--- config.mk ---
export PLATFORM = sky130hd
export DESIGN_NAME = twvs_seq
export DESIGN_NICKNAME = d
export VERILOG_FILES = /design/src/design/twvs_pkg.sv /design/src/design/twvs_seq.sv
export SDC_FILE = /design/constraint.sdc
export NUM_CORES = 1
export LEC_CHECK = 0
export BUFFER_PORTS_ARGS = -buffer_cell sky130_fd_sc_hd__buf_2
export CAP_MARGIN = 25
export CORE_MARGIN = 2
export CORE_UTILIZATION = 40
export CTS_BUF_LIST = sky130_fd_sc_hd__clkbuf_4
export DETAILED_ROUTE_END_ITERATION = 8
export GPL_TIMING_DRIVEN = 1
export PLACE_DENSITY = 0.64
export SLEW_MARGIN = 20
export SYNTH_ARGS = -nofsm -noshare
export SYNTH_HDL_FRONTEND = slang
export SYNTH_SLANG_ARGS = --single-unit
--- constraint.sdc ---
create_clock -name clk -period 12.7 [get_ports clk]
set_input_delay 2.54 -clock clk [delete_from_list [all_inputs] [get_ports clk]]
set_output_delay 2.54 -clock clk [all_outputs]
set_load 0.01 [all_outputs]
--- src/design/twvs_pkg.sv ---
`timescale 1ns / 1ps
// ----------------------------------------------------------------------------
// twvs_pkg
// Shared widths, types and state codes of the time window volume sum block.
// ----------------------------------------------------------------------------
package twvs_pkg;

	localparam int TIME_W = 63;
	localparam int VOL_W  = 32;
	localparam int WIN_W  = 40;
	localparam int SUM_W  = 38;
	localparam int HELD_W = 7;

	localparam logic [WIN_W-1:0] WINDOW_RESET = 40'd3000000000;

	typedef enum logic [1:0] {
		ST_IDLE,
		ST_CHECK,
		ST_DROP,
		ST_INSERT
	} state_t;

	typedef struct packed {
		logic signed [SUM_W-1:0] total;
		logic [HELD_W-1:0]       held;
		logic                    ovf;
	} result_t;

endpackage

--- src/design/twvs_seq.sv ---
`timescale 1ns / 1ps
// ----------------------------------------------------------------------------
// twvs_seq
// Sequencer and datapath: ages out old entries one per cycle through a single
// shared total adder, drops the oldest entry when full, then appends.
// ----------------------------------------------------------------------------
module twvs_seq import twvs_pkg::*; #(
	parameter int WINDOW_DEPTH = 64
) (
	input  logic                            clk,
	input  logic                            arst_n,
	input  logic [WIN_W-1:0]                window,
	input  logic                            in_valid,
	output logic                            in_stall,
	input  logic [TIME_W-1:0]               event_time_ns,
	input  logic signed [VOL_W-1:0]         volume,
	output logic                            res_valid,
	input  logic                            res_take,
	output result_t                         res,
	output logic                            wr_en,
	output logic [$clog2(WINDOW_DEPTH)-1:0] wr_addr,
	output logic [TIME_W+VOL_W-1:0]         wr_data,
	output logic [$clog2(WINDOW_DEPTH)-1:0] rd_addr,
	input  logic [TIME_W+VOL_W-1:0]         rd_data
);

	localparam int IW = $clog2(WINDOW_DEPTH);
	localparam int CW = $clog2(WINDOW_DEPTH + 1);
	localparam logic [CW-1:0] FULL_CNT  = CW'(WINDOW_DEPTH);
	localparam logic [IW:0]   DEPTH_EXT = (IW+1)'(WINDOW_DEPTH);
	localparam logic [IW-1:0] LAST_IDX  = IW'(WINDOW_DEPTH - 1);

	state_t state_q, state_d;

	logic [IW-1:0]           oldest_q;
	logic [CW-1:0]           count_q;
	logic signed [SUM_W-1:0] total_q;
	logic                    ovf_q;
	logic [TIME_W-1:0]       time_q;
	logic signed [VOL_W-1:0] vol_q;

	logic                    accept;
	logic [TIME_W-1:0]       old_time;
	logic signed [VOL_W-1:0] old_vol;
	logic [TIME_W-1:0]       age;
	logic                    expired;
	logic [IW-1:0]           oldest_next;
	logic [IW:0]             slot_sum;
	logic [IW-1:0]           slot;
	logic signed [SUM_W-1:0] add_op;
	logic signed [SUM_W-1:0] total_d;
	logic [CW-1:0]           count_inc;

	assign accept   = in_valid && !in_stall;
	assign old_time = rd_data[TIME_W+VOL_W-1:VOL_W];
	assign old_vol  = rd_data[VOL_W-1:0];

	// a timestamp behind the entry never expires it, whatever the wrapped age
	assign age     = time_q - old_time;
	assign expired = (time_q > old_time) && (age > TIME_W'(window));

	assign oldest_next = (oldest_q == LAST_IDX) ? '0 : oldest_q + 1'b1;

	assign slot_sum = {1'b0, oldest_q} + (IW+1)'(count_q);
	assign slot     = (slot_sum >= DEPTH_EXT) ? IW'(slot_sum - DEPTH_EXT) : slot_sum[IW-1:0];

	// shared total adder: subtract a leaving volume, or add the new one
	assign add_op    = (state_q == ST_INSERT) ? SUM_W'(vol_q) : -SUM_W'(old_vol);
	assign total_d   = total_q + add_op;
	assign count_inc = count_q + 1'b1;

	always_comb begin
		state_d = state_q;
		case (state_q)
			ST_IDLE: begin
				if (accept) begin
					state_d = (count_q == '0) ? ST_INSERT : ST_CHECK;
				end
			end
			ST_CHECK: begin
				if (expired) begin
					if (count_q == CW'(1)) begin
						state_d = ST_INSERT;
					end
				end else if (count_q == FULL_CNT) begin
					state_d = ST_DROP;
				end else begin
					state_d = ST_INSERT;
				end
			end
			ST_DROP: begin
				state_d = ST_INSERT;
			end
			ST_INSERT: begin
				if (res_take) begin
					state_d = ST_IDLE;
				end
			end
			default: begin
				state_d = ST_IDLE;
			end
		endcase
	end

	always_comb begin
		in_stall  = (state_q != ST_IDLE);
		res_valid = (state_q == ST_INSERT);
		wr_en     = (state_q == ST_INSERT) && res_take;
		// keep the oldest entry in the read register, advancing on an eviction
		rd_addr   = (state_q == ST_CHECK && expired) ? oldest_next : oldest_q;
	end

	assign wr_addr   = slot;
	assign wr_data   = {time_q, vol_q};
	assign res.total = total_d;
	assign res.held  = HELD_W'(count_inc);
	assign res.ovf   = ovf_q;

	always_ff @(posedge clk or negedge arst_n) begin
		if (!arst_n) begin
			state_q  <= ST_IDLE;
			oldest_q <= '0;
			count_q  <= '0;
			total_q  <= '0;
			ovf_q    <= 1'b0;
		end else begin
			state_q <= state_d;
			case (state_q)
				ST_IDLE: begin
					ovf_q <= 1'b0;
				end
				ST_CHECK: begin
					if (expired) begin
						total_q  <= total_d;
						oldest_q <= oldest_next;
						count_q  <= count_q - 1'b1;
					end
				end
				ST_DROP: begin
					total_q  <= total_d;
					oldest_q <= oldest_next;
					count_q  <= count_q - 1'b1;
					ovf_q    <= 1'b1;
				end
				ST_INSERT: begin
					if (res_take) begin
						total_q <= total_d;
						count_q <= count_inc;
					end
				end
				default: begin
				end
			endcase
		end
	end

	always_ff @(posedge clk) begin
		if (accept) begin
			time_q <= event_time_ns;
			vol_q  <= volume;
		end
	end

	assert property (@(posedge clk) disable iff (!arst_n) count_q <= FULL_CNT)
		else $error("entry count above ring depth");

	assert property (@(posedge clk) disable iff (!arst_n)
		state_q == ST_INSERT |-> count_q < FULL_CNT)
		else $error("append with no free slot");

	assert property (@(posedge clk) disable iff (!arst_n)
		state_q == ST_CHECK |-> count_q != '0)
		else $error("age check on empty ring");

	assert property (@(posedge clk) disable iff (!arst_n)
		state_q == ST_DROP |=> state_q == ST_INSERT && ovf_q)
		else $error("overflow drop not followed by append");

endmodule

## After elaboration in Yosys (flattened, before gate mapping)

Cells that the tools add are included.

| operators by class | value |
|---|---|
| add/subtract/negate cells | 8 |
| order comparisons | 3 |
| equality and inequality tests | 10 |
| muxes and demuxes | 20 |
| reduce and logical (&&, ||, !) cells | 14 |

Operators with widths:

| cell | number |
|---|---|
| $mux 38 | 3 |
| $pmux 38 s3 | 1 |
| $gt 63x40->1 | 1 |
| $gt 63x63->1 | 1 |
| $sub 63x63->63 | 1 |
| $add 38x38->38 | 1 |
| $neg 32->38 | 1 |
| $mux 6 | 4 |
| $pmux 7 s3 | 1 |
| $mux 7 | 2 |
| $pmux 6 s2 | 1 |
| $mux 2 | 5 |
| $pmux 2 s4 | 1 |
| $add 6x7->7 | 1 |
| $add 7x1->7 const B | 1 |
| $eq 7x1->1 const B | 1 |
| $eq 7x7->1 const B | 1 |
| $ge 7x7->1 const B | 1 |
| $logic_not 7->1 | 1 |
| $sub 7x1->7 const B | 1 |
| $add 6x1->6 const B | 1 |
| $eq 6x6->1 const B | 1 |
| $reduce_and 3->1 | 2 |
| $reduce_bool 2->1 | 3 |
| 13 further kinds | 18 |

| word-level totals | value |
|---|---|
| bits in registers | 149 |
| output and inout port bits | 156 |
| word-level logic and storage cells | 62 |

## Longest topological paths before layout

| depth | value |
|---|---|
| depth in word-level cells | 5 |
| mapped depth | 28 |
| mapped depth without buffers | 27 |

## Worst setup path after synthesis

OpenSTA, ideal clock, no wires.

| timing path | value |
|---|---|
| path kind | in2out |
| from | input port rd_data[5] |
| to | output port res[42] (netlist name) |
| data arrival time | 7211 ps |
| data required time | 10160 ps |
| slack | 2949 ps |
| cell stages on the path | 21 |
| path through | or3_4 or4_4 nor4_4 or2b_1 nor2_1 nand2_1 or2_2 nor2_1 xor2_1 o21ai_0 ha_1 a21o_1 a21o_1 a211oi_1 o31ai_1 nor4_1 o31ai_1 a21oi_1 nor2b_1 or4b_2 nand3_1 |

RTL lines:

| element | RTL line | text |
|---|---|---|
| start, declared | twvs_seq.sv:24 | `input logic [TIME_W+VOL_W-1:0] rd_data` |
| end, declared | twvs_seq.sv:19 | `output result_t res,` |

## Final worst setup path

| timing path | value |
|---|---|
| from | input port rd_data[38] |
| to | output port rd_addr[0] |

| between the ends | value |
|---|---|
| word-level cells in the longest chain between the ends | 5 |
| elaborated cells on any way between the ends | 6 |
| classes of those cells | add/sub (1); order compare (2); mux (1); reduce/logical (2) |

RTL lines:

| element | RTL line | text |
|---|---|---|
| $sub 63x63->63 | twvs_seq.sv:59 | `assign age = time_q - old_time;` |
| $gt 63x40->1 | twvs_seq.sv:60 | `assign expired = (time_q > old_time) && (age > TIME_W'(window));` |
| $logic_and 1x1->1 (*) | twvs_seq.sv:60 |  |
| $logic_and 1x1->1 (*) | twvs_seq.sv:110 | `rd_addr = (state_q == ST_CHECK && expired) ? oldest_next : oldest_q;` |
| $mux 6 (*) | twvs_seq.sv:110 |  |
| end, declared | twvs_seq.sv:23 | `output logic [$clog2(WINDOW_DEPTH)-1:0] rd_addr,` |

Mark *: on every way between the ends. The rest lies on a longest branch, timed or not.

==> flow_summary.ini <==
[yosys]
synth_common_cells = ha_1 (155), nand2_1 (146), inv_1 (138)
syn_inst = 1568
avgSynthCellArea_um2 = 8.852
synth_area_um2 = 13880
synth-edff-count = 95
synth_top_family_by_area = compound AO/OA/AOI/OAI gates
yosysWarningCount = 0
ys_types = 96
muxShareOfSynthArea_pct = 4.778
synth_top_area_share_pct = 20.55
async_flop_share_pct = 36.24
synth_nets = 1960
yosys-top-cells-area = edfxtp_1 (21%), ha_1 (14%), dfrtp_1 (9.7%)
synth-seq-cells = 149
synth_flop_cell = edfxtp_1
synth-xor-area-share_pct = 7.554
ys_seq_area_share_pct = 30.29
yosys.cell_count.top_type = ha_1
synth_adder_area_share_pct = 14.41
synthSimpleGateAreaFrac_pct = 16.98
post-synth-top-area-cell = edfxtp_1
synth_compound_area_share_pct = 20.72

[grt]
grt_max_degree = 70
grt_pass1_wl_mm = 65.81
antenna_found_initial = 12
grt_pass1_vias = 12937
overflow = 0
grt_use_total_pct = 23.06

[worst_setup_path]
path_buf_inv = 3
slowest_delay_ns = 0.72
crit_cells = 25
cp_slowest_cell = a211oi_2
reg2reg_depth = 25
cp.arrival_ns = 8.26
crit_start = rd_data[38]
cp_max_fo = 13
critical-path-top-delay-family = compound AO/OA/AOI/OAI gates
end_kind = output pin
crit_type = input port to output pin
cp.required_ns = 10.16
start_kind = input port
worstReg2RegStart = time_q[0]

[floorplanning]
die-area_um2 = 36200
num_rows = 68
io_pins = 390
core_area_um2 = 34370
die_y_um = 190.3
initial_core_util_pct = 40.38
fp.dieW_um = 190.3

[timing]
hold_violations = 0
maxSlewViolCount = 0
fmax_mhz = 92.55
tns_ns = 0
final-setup-viol-count = 0
fin_skew_ns = 0.03111
max_slew_margin_pct = 35.44
rsz0062_at_grt = false
worst_pin_slew_ns = 0.9683
post-route-min-period_ns = 10.80
period_share_pct = 85.07

[routing]
viasPerCell = 5.419
drtAntennaViolNets = 0
met1Wirelength_mm = 17.72
wl_per_cell_um = 17.58
drc_errors = 0
routed.top_layer = met5
vias = 13059
wirelength_mm = 42.37
drt_iter0_markers = 799
first_pass_iters = 5
wl_met3_mm = 3.021
wl_met2_mm = 20.32

[cts]
ctsLongestPathBuffers = 2
cts_made_buffers = 17
postCtsSetupBuffers = 0
holdBufCountCts = 0
cts_root_buf = clkbuf_4
cts_tree = built
path_clk_slew_ns = 0.13
cts-resized-gates = 0
worstSkewPairLatency_ns = 0.63
htree_levels = 4
clock_sinks = 149

[placed_design]
dp_hpwl_mm = 34.83
place.gp.congestion = 0.9244
portBuffers = 389

[power_and_ir_drop]
p_switching_uw = 1948
leakage_uw = 0.007897
seq_power_share_pct = 19.5
netSwitchingFraction_pct = 47.63
clockPowerShare_pct = 8.4
power.internal_uw = 2141
power_density_nw_per_um2 = 247.2
irDropWorstVdd_mv = 0.2494
p_comb_share_pct = 72.1

[hold_path]
holdCritStartpoint = ovf_q
hold_class = register to register
whs_path_depth = 1

[finish]
final_util_pct = 48.13
nets = 2329
layout-drive-gt1-share_pct = 26.05
syn2layout_area_growth_pct = 19.19

[status]
status = complete, no violations

[job]
cap_violations = 0
## power by group through the flow
stage	clock [uW]	combinational [uW]	sequential, uW
final	342	2950	798
after global routing	376	3250	815
after CTS	356	2950	798
after detailed placement	0	2930	807
after global placement	0	2890	807
after floorplan	0	2100	792
## cells by family after synthesis
logic type / after synthesis
DFF: 149
AOI/OAI and AO/OA: 445
buffers and inverters: 181
xor gates and xnor gates: 118
and+or+nand+nor: 470
muxes: 47
adders and majority gates: 158
## placed cells by master (no fill, tap or decap), drive strengths merged, types with 54 or more instances in the layout
master	instances
buf	393
ha	155
nand2	148
inv	142
a21oi	130
o21ai	116
nor2	110
edfxtp	95
xnor2	70
a21o	57
dfrtp	54
## cell type report
cell class                 count  area (um2)
inverter                     138       518.0
antenna                        5       12.51
timing repair buffer         393        1977
clock buffer                  18       135.1
multi-input combinational   1238        8954
fill                        3391       17830
sequential                   149        4204
clock inverter                14       173.9
tap                          455       569.3
## final timing paths
check                               to  slack (ns)
max in group asynchronous  total_q[17]       10.13
hold reg to reg                  ovf_q        0.51
setup / recovery            rd_addr[0]        1.90
setup reg to reg           total_q[17]        6.37
min in group asynchronous   count_q[4]        2.04
hold / removal                   ovf_q        0.51
## layer usage
metal	GRT usage, %	vias up
met2	40.37	449
met4	7.990	16
li1	-	6452
met3	6.570	86
met5	0	-
met1	26.95	6056
## metrics by stage
| step | instances | setup slack (ns) | hold WS [ns] | total power, uW | cell area, um2 |
|---|---|---|---|---|---|
| floorplan | 1568 | 2.949 | 0.4543 | 2888 | 13880 |
| global placement | 2373 | 1.995 | 0.4644 | 3696 | 16220 |
| detailed placement | 2373 | 1.934 | 0.4828 | 3737 | 16220 |
| CTS | 2405 | 1.892 | 0.5166 | 4101 | 16530 |
| global route | 2410 | 1.334 | 0.5421 | 4440 | 16540 |
| finish | 2410 | 1.896 | 0.5099 | 4089 | 16540 |
## state kept, by name (all words and copies together), names as in the netlist
signal and flops:
time_q 63, total_q 38, vol_q 32, count_q 7
oldest_q 6, state_q 2, ovf_q 1
Note: power is estimated with default switching activity, not from simulation.
